File: src/rtl/mme_pkg.sv
// ----------------------------------------------------------------------------
// mme_pkg
// Shared types and constants of the integer matrix multiply engine.
// ----------------------------------------------------------------------------
`default_nettype none

package mme_pkg;

    // Default sizing of the engine.
    localparam int MAX_DIM_DEFAULT    = 8;
    localparam int ELEM_WIDTH_DEFAULT = 16;

    // Fixed widths of the stream fields.
    localparam int IDX_FIELD_W  = 3;
    localparam int VALUE_W      = 16;
    localparam int SUM_W        = 35;
    localparam int DIM_REG_W    = 4;
    localparam int CFG_INDEX_W  = 2;

    // Packed stream widths; the tdata widths are padded to whole bytes.
    localparam int S_TDATA_W = 24;
    localparam int M_TDATA_W = 48;
    localparam int S_TUSER_W = 2;

    // Reset value of the size registers.
    localparam logic [DIM_REG_W-1:0] DIM_RESET = 4'd8;

    // Input word kinds carried in tuser.
    typedef enum logic [S_TUSER_W-1:0] {
        ACT_WRITE_A = 2'd0,
        ACT_WRITE_B = 2'd1,
        ACT_COMPUTE = 2'd2
    } action_t;

    // Configuration register indexes.
    typedef enum logic [CFG_INDEX_W-1:0] {
        CFG_ROWS_OF_A    = 2'd0,
        CFG_INNER_LENGTH = 2'd1,
        CFG_COLS_OF_B    = 2'd2
    } cfg_index_t;

    // Product sequencer states.
    typedef enum logic {
        SEQ_IDLE = 1'b0,
        SEQ_RUN  = 1'b1
    } seq_state_t;

endpackage : mme_pkg

`default_nettype wire

File: src/rtl/mme_ram.sv
// ----------------------------------------------------------------------------
// mme_ram
// Generic single-write, single-read RAM with a registered, enabled read port.
// ----------------------------------------------------------------------------
`default_nettype none

module mme_ram #(
    parameter int WIDTH = 16,
    parameter int DEPTH = 64
) (
    input  wire logic                                     clk,
    input  wire logic                                     we,
    input  wire logic [(DEPTH > 1 ? $clog2(DEPTH) : 1)-1:0] waddr,
    input  wire logic [WIDTH-1:0]                         wdata,
    input  wire logic                                     re,
    input  wire logic [(DEPTH > 1 ? $clog2(DEPTH) : 1)-1:0] raddr,
    output logic      [WIDTH-1:0]                         rdata
);

    logic [WIDTH-1:0] mem [DEPTH];

    // Write port.
    always_ff @(posedge clk)
    begin
        if (we)
        begin
            mem[waddr] <= wdata;
        end
    end

    // Registered read port; the data holds while the read is not enabled.
    always_ff @(posedge clk)
    begin
        if (re)
        begin
            rdata <= mem[raddr];
        end
    end

endmodule : mme_ram

`default_nettype wire

File: src/rtl/matrix_multiply_engine.sv
// ----------------------------------------------------------------------------
// matrix_multiply_engine
// Integer C = A x B: load words fill the A and B stores, a compute word
// streams out every element of C in row-major order through one shared MAC.
// ----------------------------------------------------------------------------
// Load words are accepted back to back while the engine is idle.
// A compute word issues one multiply-accumulate per cycle from the shared
// multiplier while the output is not stalled; each element passes the store
// read, the product register and the output register before it leaves.
// The input is not ready during the issue phase.
// Reset clears all control state and sets each size register to 8; the
// A and B stores keep no reset value and must be written before use.
`default_nettype none

module matrix_multiply_engine #(
    parameter int MAX_DIM    = mme_pkg::MAX_DIM_DEFAULT,
    parameter int ELEM_WIDTH = mme_pkg::ELEM_WIDTH_DEFAULT
) (
    input  wire logic                               clk,
    input  wire logic                               rst_n,
    // Input words.
    input  wire logic                               s_axis_tvalid,
    output logic                                    s_axis_tready,
    // tdata: row [2:0], col [5:3], value [21:6], zero pad [23:22]
    input  wire logic [mme_pkg::S_TDATA_W-1:0]      s_axis_tdata,
    // tuser: action [1:0]
    input  wire logic [mme_pkg::S_TUSER_W-1:0]      s_axis_tuser,
    // Result words.
    output logic                                    m_axis_tvalid,
    input  wire logic                               m_axis_tready,
    // tdata: out_row [2:0], out_col [5:3], dot_sum [40:6], zero pad [47:41]
    output logic      [mme_pkg::M_TDATA_W-1:0]      m_axis_tdata,
    output logic                                    m_axis_tlast,
    // Configuration writes.
    input  wire logic                               cfg_valid,
    output logic                                    cfg_ready,
    input  wire logic [mme_pkg::CFG_INDEX_W-1:0]    cfg_index,
    input  wire logic [mme_pkg::DIM_REG_W-1:0]      cfg_data
);

    localparam int DEPTH = MAX_DIM * MAX_DIM;
    localparam int AW    = (DEPTH > 1) ? $clog2(DEPTH) : 1;
    localparam int IDX_W = (MAX_DIM > 1) ? $clog2(MAX_DIM) : 1;
    localparam int VXW   = (ELEM_WIDTH > mme_pkg::VALUE_W) ? ELEM_WIDTH : mme_pkg::VALUE_W;
    localparam int PW    = 2 * ELEM_WIDTH;
    localparam int XW    = (PW > mme_pkg::SUM_W) ? PW : mme_pkg::SUM_W;

    // ------------------------------------------------------------------
    // Input word unpacking
    // ------------------------------------------------------------------
    logic [mme_pkg::IDX_FIELD_W-1:0] in_row;
    logic [mme_pkg::IDX_FIELD_W-1:0] in_col;
    logic signed [mme_pkg::VALUE_W-1:0] in_value;
    logic signed [VXW-1:0]           value_ext;
    logic [ELEM_WIDTH-1:0]           elem_data;
    logic                            in_fire;
    logic                            in_range;
    logic [AW-1:0]                   wr_addr;
    logic                            we_a;
    logic                            we_b;
    logic                            start;

    assign in_row    = s_axis_tdata[2:0];
    assign in_col    = s_axis_tdata[5:3];
    assign in_value  = s_axis_tdata[21:6];
    assign value_ext = VXW'(in_value);
    assign elem_data = value_ext[ELEM_WIDTH-1:0];
    assign in_fire   = s_axis_tvalid && s_axis_tready;
    assign in_range  = (32'(in_row) < MAX_DIM) && (32'(in_col) < MAX_DIM);
    assign wr_addr   = AW'(32'(in_row) * MAX_DIM + 32'(in_col));
    assign we_a      = in_fire && in_range && (s_axis_tuser == mme_pkg::ACT_WRITE_A);
    assign we_b      = in_fire && in_range && (s_axis_tuser == mme_pkg::ACT_WRITE_B);
    assign start     = in_fire && (s_axis_tuser == mme_pkg::ACT_COMPUTE);

    // ------------------------------------------------------------------
    // Size registers
    // ------------------------------------------------------------------
    logic [mme_pkg::DIM_REG_W-1:0] rows_reg;
    logic [mme_pkg::DIM_REG_W-1:0] inner_reg;
    logic [mme_pkg::DIM_REG_W-1:0] cols_reg;

    assign cfg_ready = 1'b1;

    always_ff @(posedge clk or negedge rst_n)
    begin
        if (!rst_n)
        begin
            rows_reg  <= mme_pkg::DIM_RESET;
            inner_reg <= mme_pkg::DIM_RESET;
            cols_reg  <= mme_pkg::DIM_RESET;
        end
        else if (cfg_valid && cfg_ready)
        begin
            unique case (cfg_index)
                mme_pkg::CFG_ROWS_OF_A:    rows_reg  <= cfg_data;
                mme_pkg::CFG_INNER_LENGTH: inner_reg <= cfg_data;
                mme_pkg::CFG_COLS_OF_B:    cols_reg  <= cfg_data;
                default:                   ;
            endcase
        end
    end

    // Clamp a size register to 1..MAX_DIM and return the last index.
    function automatic logic [IDX_W-1:0] last_index(input logic [mme_pkg::DIM_REG_W-1:0] v);
        logic [IDX_W-1:0] r;
        if (v == '0)
        begin
            r = '0;
        end
        else if (32'(v) > MAX_DIM)
        begin
            r = IDX_W'(MAX_DIM - 1);
        end
        else
        begin
            r = IDX_W'(v - 1'b1);
        end
        return r;
    endfunction

    // ------------------------------------------------------------------
    // Sequencer: walks i, j, k and, while the pipeline is not frozen, issues one store read pair per cycle
    // ------------------------------------------------------------------
    mme_pkg::seq_state_t state_reg, state_next;
    logic [IDX_W-1:0] i_reg, i_next;
    logic [IDX_W-1:0] j_reg, j_next;
    logic [IDX_W-1:0] k_reg, k_next;
    logic [IDX_W-1:0] ni_last_reg, ni_last_next;
    logic [IDX_W-1:0] nj_last_reg, nj_last_next;
    logic [IDX_W-1:0] nk_last_reg, nk_last_next;
    logic             adv;
    logic             issue;
    logic [AW-1:0]    rd_addr_a;
    logic [AW-1:0]    rd_addr_b;

    assign s_axis_tready = (state_reg == mme_pkg::SEQ_IDLE);
    assign issue         = (state_reg == mme_pkg::SEQ_RUN) && adv;
    assign rd_addr_a     = AW'(32'(i_reg) * MAX_DIM + 32'(k_reg));
    assign rd_addr_b     = AW'(32'(k_reg) * MAX_DIM + 32'(j_reg));

    always_ff @(posedge clk or negedge rst_n)
    begin
        if (!rst_n)
        begin
            state_reg   <= mme_pkg::SEQ_IDLE;
            i_reg       <= '0;
            j_reg       <= '0;
            k_reg       <= '0;
            ni_last_reg <= '0;
            nj_last_reg <= '0;
            nk_last_reg <= '0;
        end
        else
        begin
            state_reg   <= state_next;
            i_reg       <= i_next;
            j_reg       <= j_next;
            k_reg       <= k_next;
            ni_last_reg <= ni_last_next;
            nj_last_reg <= nj_last_next;
            nk_last_reg <= nk_last_next;
        end
    end

    always_comb
    begin
        state_next   = state_reg;
        i_next       = i_reg;
        j_next       = j_reg;
        k_next       = k_reg;
        ni_last_next = ni_last_reg;
        nj_last_next = nj_last_reg;
        nk_last_next = nk_last_reg;
        unique case (state_reg)
            mme_pkg::SEQ_IDLE:
            begin
                if (start)
                begin
                    state_next   = mme_pkg::SEQ_RUN;
                    i_next       = '0;
                    j_next       = '0;
                    k_next       = '0;
                    ni_last_next = last_index(rows_reg);
                    nj_last_next = last_index(cols_reg);
                    nk_last_next = last_index(inner_reg);
                end
            end
            mme_pkg::SEQ_RUN:
            begin
                if (adv)
                begin
                    if (k_reg != nk_last_reg)
                    begin
                        k_next = k_reg + 1'b1;
                    end
                    else
                    begin
                        k_next = '0;
                        if (j_reg != nj_last_reg)
                        begin
                            j_next = j_reg + 1'b1;
                        end
                        else
                        begin
                            j_next = '0;
                            if (i_reg != ni_last_reg)
                            begin
                                i_next = i_reg + 1'b1;
                            end
                            else
                            begin
                                state_next = mme_pkg::SEQ_IDLE;
                            end
                        end
                    end
                end
            end
            default:
            begin
                state_next = mme_pkg::SEQ_IDLE;
            end
        endcase
    end

    // ------------------------------------------------------------------
    // Operand stores
    // ------------------------------------------------------------------
    logic [ELEM_WIDTH-1:0] a_data;
    logic [ELEM_WIDTH-1:0] b_data;

    mme_ram #(
        .WIDTH (ELEM_WIDTH),
        .DEPTH (DEPTH)
    ) u_left_store (
        .clk   (clk),
        .we    (we_a),
        .waddr (wr_addr),
        .wdata (elem_data),
        .re    (adv),
        .raddr (rd_addr_a),
        .rdata (a_data)
    );

    mme_ram #(
        .WIDTH (ELEM_WIDTH),
        .DEPTH (DEPTH)
    ) u_right_store (
        .clk   (clk),
        .we    (we_b),
        .waddr (wr_addr),
        .wdata (elem_data),
        .re    (adv),
        .raddr (rd_addr_b),
        .rdata (b_data)
    );

    // ------------------------------------------------------------------
    // Pipeline tags: read stage (s1) and product stage (s2)
    // ------------------------------------------------------------------
    logic             s1_valid_reg;
    logic             s1_first_reg;
    logic             s1_lastk_reg;
    logic             s1_last_reg;
    logic [IDX_W-1:0] s1_i_reg;
    logic [IDX_W-1:0] s1_j_reg;
    logic             s2_valid_reg;
    logic             s2_first_reg;
    logic             s2_lastk_reg;
    logic             s2_last_reg;
    logic [IDX_W-1:0] s2_i_reg;
    logic [IDX_W-1:0] s2_j_reg;
    logic signed [PW-1:0] prod_reg;
    logic signed [PW-1:0] prod_next;

    assign prod_next = $signed(a_data) * $signed(b_data);

    always_ff @(posedge clk or negedge rst_n)
    begin
        if (!rst_n)
        begin
            s1_valid_reg <= 1'b0;
            s2_valid_reg <= 1'b0;
        end
        else if (adv)
        begin
            s1_valid_reg <= issue;
            s2_valid_reg <= s1_valid_reg;
        end
    end

    always_ff @(posedge clk)
    begin
        if (adv)
        begin
            s1_first_reg <= (k_reg == '0);
            s1_lastk_reg <= (k_reg == nk_last_reg);
            s1_last_reg  <= (i_reg == ni_last_reg) && (j_reg == nj_last_reg);
            s1_i_reg     <= i_reg;
            s1_j_reg     <= j_reg;
            s2_first_reg <= s1_first_reg;
            s2_lastk_reg <= s1_lastk_reg;
            s2_last_reg  <= s1_last_reg;
            s2_i_reg     <= s1_i_reg;
            s2_j_reg     <= s1_j_reg;
            prod_reg     <= prod_next;
        end
    end

    // ------------------------------------------------------------------
    // Accumulator and output register
    // ------------------------------------------------------------------
    logic signed [XW-1:0]        prod_ext;
    logic [mme_pkg::SUM_W-1:0]   acc_reg;
    logic [mme_pkg::SUM_W-1:0]   sum;
    logic                        out_valid_reg;
    logic [mme_pkg::IDX_FIELD_W-1:0] out_row_reg;
    logic [mme_pkg::IDX_FIELD_W-1:0] out_col_reg;
    logic [mme_pkg::SUM_W-1:0]   out_sum_reg;
    logic                        out_last_reg;
    logic                        finish;

    assign prod_ext = XW'(prod_reg);
    assign sum      = (s2_first_reg ? '0 : acc_reg) + prod_ext[mme_pkg::SUM_W-1:0];
    assign finish   = s2_valid_reg && s2_lastk_reg;
    // The whole pipeline freezes while a finished element cannot be handed on.
    assign adv      = !(finish && out_valid_reg && !m_axis_tready);

    always_ff @(posedge clk)
    begin
        if (adv && s2_valid_reg && !s2_lastk_reg)
        begin
            acc_reg <= sum;
        end
    end

    always_ff @(posedge clk or negedge rst_n)
    begin
        if (!rst_n)
        begin
            out_valid_reg <= 1'b0;
        end
        else if (adv && finish)
        begin
            out_valid_reg <= 1'b1;
        end
        else if (m_axis_tready)
        begin
            out_valid_reg <= 1'b0;
        end
    end

    always_ff @(posedge clk)
    begin
        if (adv && finish)
        begin
            out_row_reg  <= mme_pkg::IDX_FIELD_W'(s2_i_reg);
            out_col_reg  <= mme_pkg::IDX_FIELD_W'(s2_j_reg);
            out_sum_reg  <= sum;
            out_last_reg <= s2_last_reg;
        end
    end

    assign m_axis_tvalid = out_valid_reg;
    assign m_axis_tlast  = out_last_reg;
    assign m_axis_tdata  = {7'd0, out_sum_reg, out_col_reg, out_row_reg};

endmodule : matrix_multiply_engine

`default_nettype wire

File: config.mk
export PLATFORM = sky130hd
export DESIGN_NAME = matrix_multiply_engine
export DESIGN_NICKNAME = d
export VERILOG_FILES = /design/src/rtl/mme_pkg.sv /design/src/rtl/mme_ram.sv /design/src/rtl/matrix_multiply_engine.sv
export SDC_FILE = /design/constraint.sdc
export NUM_CORES = 2
export LEC_CHECK = 0
export ABC_CLOCK_PERIOD_IN_PS = 9500
export CORE_MARGIN = 8
export CORE_UTILIZATION = 65
export CTS_BUF_LIST = sky130_fd_sc_hd__clkbuf_4
export CTS_CLUSTER_DIAMETER = 40
export DETAILED_ROUTE_END_ITERATION = 8
export DONT_BUFFER_PORTS = 1
export MAX_ROUTING_LAYER = met4
export PLACE_DENSITY = 0.78
export SKIP_LAST_GASP = 1
export SLEW_MARGIN = 25
export SYNTH_ARGS = -nofsm -noshare
export SYNTH_HDL_FRONTEND = slang
export SYNTH_HIERARCHICAL = 1
export SYNTH_SLANG_ARGS = --single-unit
export TNS_END_PERCENT = 20
File: constraint.sdc
create_clock -name clk -period 9.5 [get_ports clk]
set_clock_uncertainty 0.1 [all_clocks]
set_input_delay 1.425 -clock clk [delete_from_list [all_inputs] [get_ports clk]]
set_output_delay 1.425 -clock clk [all_outputs]
set_load 0.02 [all_outputs]
# ---- After elaboration in Yosys (flattened, before gate mapping)
# Memory sizes are Yosys's and may differ from the RTL's. A register that Yosys moved wholly into a read port is not among the register bits.
# Index checks and enable logic that the tools add are counted.
dict set report op_classes {
  n_addsub 10
  multipliers 1
  order_cmp 3
  n_eq_ne 15
  mux 32
  n_bitwise 1
  reduce_logical 31
}
# cell n
set ops {}
lappend ops {{$mux W3} 16}
lappend ops {{$add A35 B35 Y35} 1}
lappend ops {{$mux W35} 1}
lappend ops {{$mul A16 B16 Y32} 1}
lappend ops {{$add A6 B3 Y6} 3}
lappend ops {{$pmux W3 S2} 3}
lappend ops {{$gt A4 B4 Y1 const B} 3}
lappend ops {{$logic_and A1 B1 Y1} 12}
lappend ops {{$logic_not A4 Y1} 3}
lappend ops {{$mux W1} 11}
lappend ops {{$reduce_and A2 Y1} 5}
lappend ops {{$add A3 B1 Y3 const B} 3}
lappend ops {{$eq A3 B3 Y1} 3}
lappend ops {{$ne A3 B3 Y1} 3}
lappend ops {{$sub A3 B1 Y3 const B} 3}
lappend ops {{$ne A2 B2 Y1 const B} 3}
lappend ops {{$logic_not A1 Y1} 5}
lappend ops {{$reduce_and A5 Y1} 1}
lappend ops {{$eq A2 B1 Y1 const B} 2}
lappend ops {{$eq A2 B2 Y1 const B} 2}
lappend ops {{$logic_not A2 Y1} 2}
lappend ops {{$ne A2 B1 Y1 const B} 2}
lappend ops {{$logic_not A3 Y1} 1}
lappend ops {{$reduce_and A3 Y1} 1}
lappend ops {{3 further kinds} 3}
dict set report totals {
  regBits 161
  ramBits 2048
  input_bits 37
  out_inout_bits 52
  word_cells 124
  memories 2
}
# name words width read_ports rd_ports_with_merged_regs wr line
set mem_list {}
lappend mem_list {u_left_store.mem 64 16 1 1 1 mme_ram.sv:20} ;# logic [WIDTH-1:0] mem [DEPTH];
lappend mem_list {u_right_store.mem 64 16 1 1 1 mme_ram.sv:20}

# ---- Depth between registers and ports, before layout
dict set report depth {
  depth_word 6
  depth_mapped 25
  ltp_nobuf 24
}

# ---- Cells and area by module
# Netlist, hierarchy kept.
# module n_inst cells_each area_each_um2 seq_area_each_um2
set modules_own_cells {}
lappend modules_own_cells {mme_ram 2 1829 40202.3 31230.0}
lappend modules_own_cells {matrix_multiply_engine 1 1690 17444.2 4668.2}

# ---- Worst setup path before layout
# Ideal clock, no wire load.
dict set report synth_path {
  path_kind {reg-to-reg}
  start {register u_left_store.rdata[10], read port of u_left_store.mem}
  end {register prod_reg[31], data pin}
  setup_ps 260
  arrival_ps 5956
  required_ps 9140
  setup_slack_ps 3184
  path_stages_with_launch 22
  path_buffers 1
  synth_period_minus_slack_ps 6316
  cell_sequence {edfxtp_1 > clkbuf_1 > nand2_1 > fa_1 > fa_1 > fa_1 > fa_1 > inv_1 > fa_1 > inv_1 > fa_1 > inv_1 > ha_1 > a21o_1 > a2111oi_4 > nand4b_1 > and3_1 > o41a_4 > a41oi_2 > o21ai_1 > a21oi_2 > xnor2_1}
}
dict set report synth_between {
  elab_chain_cells 1
}
# element line
set synth_rtl {}
lappend synth_rtl {{start: declaration} mme_ram.sv:17} ;# output logic [WIDTH-1:0] rdata
lappend synth_rtl {{$mul A16 B16 Y32} matrix_multiply_engine.sv:275} ;# assign prod_next = $signed(a_data) * $signed(b_data);
lappend synth_rtl {{named net prod_next[31]} matrix_multiply_engine.sv:273} ;# logic signed [PW-1:0] prod_next;
lappend synth_rtl {{end signal: assignment} matrix_multiply_engine.sv:305} ;# prod_reg <= prod_next;
lappend synth_rtl {{end: declaration} matrix_multiply_engine.sv:272} ;# logic signed [PW-1:0] prod_reg;
# The timed path passes the listed nets, and every way through them passes these cells.
# A chain may end at the register's enable or synchronous reset.

# ---- Worst setup path after layout
dict set report layout_path {
  start {register u_left_store.rdata[9], read port of u_left_store.mem}
  end {register prod_reg[31], data pin}
}
# Same word-level chain as after synthesis.

==> results.json <==
{
  "die_w_um": 404,
  "port_buffers": 0,
  "setup_violations": 0,
  "crit_type": "flop to flop",
  "synth_top_cell_by_area": "edfxtp_1",
  "synth.top_cells.by_count": "edfxtp_1 (2207), mux4_2 (440), inv_1 (347)",
  "place_area_mm2": 0.100,
  "drive_above_1_share": 0.255,
  "ys_types": 82,
  "dpl.hpwl_um": 127000,
  "rsz0062_at_grt": "no",
  "drtAntennaViolNets": 0,
  "reg.largest.list": "u_left_store/mem x1024, u_right_store/mem x1024",
  "cts_max_level": 6,
  "grt_antenna_before_repair": 11,
  "synth_top_flop_cell": "edfxtp_1",
  "die_area_mm2": 0.163,
  "fillCellCount": 9114,
  "root_buffer": "clkbuf_4",
  "path_clk_slew_ps": 60,
  "multi_input_area_mm2": 0.0279,
  "fp.dieH_um": 404,
  "timing.final.hold_violations": 0,
  "design_area_mm2": 0.107,
  "insertion_delay_ps": 1290,
  "clock_sinks": 2241,
  "async_flop_share": 0.0152,
  "wl_um": 215000,
  "drtIter0Drc": 5530,
  "finalNonFillerCells": 8175,
  "maxSlewViolCount": 0,
  "synth_edf_count": 2207,
  "initial_core_util": 0.654,
  "ff_latch_area_mm2": 0.0672,
  "critPathRequiredTime_ps": 10380,
  "dp.cells": 7256,
  "core_area_mm2": 0.150,
  "min-delay-path-class": "primary input to flop",
  "vias_per_cell": 6.33,
  "maxCapViolCount": 0,
  "grt_use_total": 0.272,
  "slew_headroom": 0.281,
  "status": "completed",
  "ys_seq_area_frac": 0.686,
  "cts_inserted_buffers": 565,
  "area_delta_synth_final_pct": 9.28,
  "place.gp.congestion": 0.887,
  "cts_tree": "done",
  "grt_pass1_wl_um": 323000,
  "worst_pin_slew_ps": 1070,
  "synthTopCellsByArea": "edfxtp_1 (68%), mux4_2 (10%), fa_1 (5.4%), mux2i_1 (1.7%), ha_1 (1.6%)",
  "yosys_warnings": 6,
  "path_max_fanout": 16,
  "period_share": 0.732,
  "grt-ovfl-total": 0,
  "critPathArrivalTime_ps": 7830,
  "nets": 6235,
  "clk_path_buf_depth": 4,
  "syn-instance-count": 5348,
  "endpoint_kind": "flop",
  "grt_pass1_vias": 53081,
  "ys_ff_latch": 2241,
  "post-synth-top-count-cell": "edfxtp_1",
  "cts_resized": 0,
  "dr.pass1.iters": 9,
  "io_pins": 89,
  "num_rows": 142,
  "detail_route.drc_violations": 0,
  "tns_ps": 0,
  "clock.fmax_ghz": 0.144,
  "synth_top_area_frac": 0.677,
  "grt_max_degree": 129,
  "wire_per_inst_um": 26.4,
  "num_vias": 51774,
  "synth_area_mm2": 0.0978,
  "avgSynthCellArea_um2": 18.3,
  "fin_crit_ps": 6950,
  "start_kind": "flop"
}
per-stage QoR:
| stage | utilization | setup slack (ps) | hold slack (ps) |
|---|---|---|---|
| after floorplan | - | 3180 | 300 |
| after global placement | 0.669 | 2650 | 304 |
| after detailed placement | 0.669 | 2600 | 305 |
| after CTS | 0.714 | 2570 | 10.3 |
| after global routing | 0.715 | 2250 | 54.7 |
| final | 0.715 | 2550 | 166 |
path summary, 6_finish.rpt:
check,depth (start not counted),slack (ps),startpoint,end
setup reg to reg,20,2550,u_left_store/rdata[9]$_DFFE_PP_,prod_reg[31]$_DFFE_PN_
setup / recovery,20,2550,u_left_store/rdata[9]$_DFFE_PP_,prod_reg[31]$_DFFE_PN_
hold / removal,0,170,s_axis_tdata[8],u_left_store/mem[56][2]$_DFFE_PP_
max in group asynchronous,2,8460,rst_n,cols_reg[3]$_DFFE_PN1P_
min in group asynchronous,2,560,rst_n,i_reg[1]$_DFFE_PN0P_
hold reg to reg,0,320,s1_j_reg[2]$_DFFE_PN_,s2_j_reg[2]$_DFFE_PN_
cell families (layout without fill, tap and decap cells):
group / after synthesis / after routing / share of synthesized area
AOI/OAI and AO/OA: 447 / 447 / 0.0327
DFF: 2241 / 2241 / 0.686
and+or+nand+nor: 905 / 905 / 0.0458
muxes: 686 / 686 / 0.129
buffers and inverters: 606 / 1402 / 0.0306
adders and majority gates: 386 / 386 / 0.0695
xor gates and xnor gates: 75 / 75 / 0.00671
other: 2 / 17 / 0.0000768
cells in the final DEF (no fill, tap or decap), types with 28 or more instances in the layout:
master	n
a22oi_1	79
fa_1	263
a21oi_1	93
clkbuf_4	802
ha_1	123
nand2_1	282
inv_1	347
edfxtp_1	2207
o21ai_0	42
nor2b_1	98
mux2i_1	171
xnor2_1	56
a221oi_1	33
and2_1	122
clkinv_1	65
nand3_1	67
mux4_2	440
buf_4	139
nor2_1	177
mux2_2	67
nand4_1	28
final cells by class:
| cell class | instances | area share |
|---|---|---|
| flip-flops and latches | 2241 | 0.628 |
| multi-input cells | 2507 | 0.261 |
| clock buffers | 802 | 0.0563 |
| well taps | 2016 | 0.0236 |
| inverters | 347 | 0.0122 |
| repair buffers | 150 | 0.0118 |
| clock inverters | 103 | 0.00699 |
| diodes | 9 | 0.000211 |
timing repair:
item	4_1_cts	5_1_grt
buffers inserted	0	0
hold buffers	2	0
endpoints found under the hold margin	34	0
worst max-delay path, cell delays in order (launching register included):
cell	delay, ps
edfxtp_1	780
nand2_1	170
fa_1	520
fa_1	580
fa_1	450
fa_1	560
inv_1	60
fa_1	480
inv_1	50
fa_1	470
inv_1	40
ha_1	320
a21o_1	230
a2111oi_4	350
nand4b_1	210
and3_1	250
o41a_4	400
a41oi_2	260
o21ai_1	120
a21oi_2	160
xnor2_1	80
metal layers:
| metal | vias up | GRT usage | share of wire |
|---|---|---|---|
| met2 | 2918 | 0.421 | 0.48 |
| met5 | - | - | 0 |
| met3 | 418 | 0.0666 | 0.10 |
| met1 | 26483 | 0.363 | 0.39 |
| met4 | 0 | 0.0883 | 0.029 |
| li1 | 21955 | - | - |
Power is not shown: default switching activity piles up to over one toggle a cycle in this logic, so the estimate is an artifact.
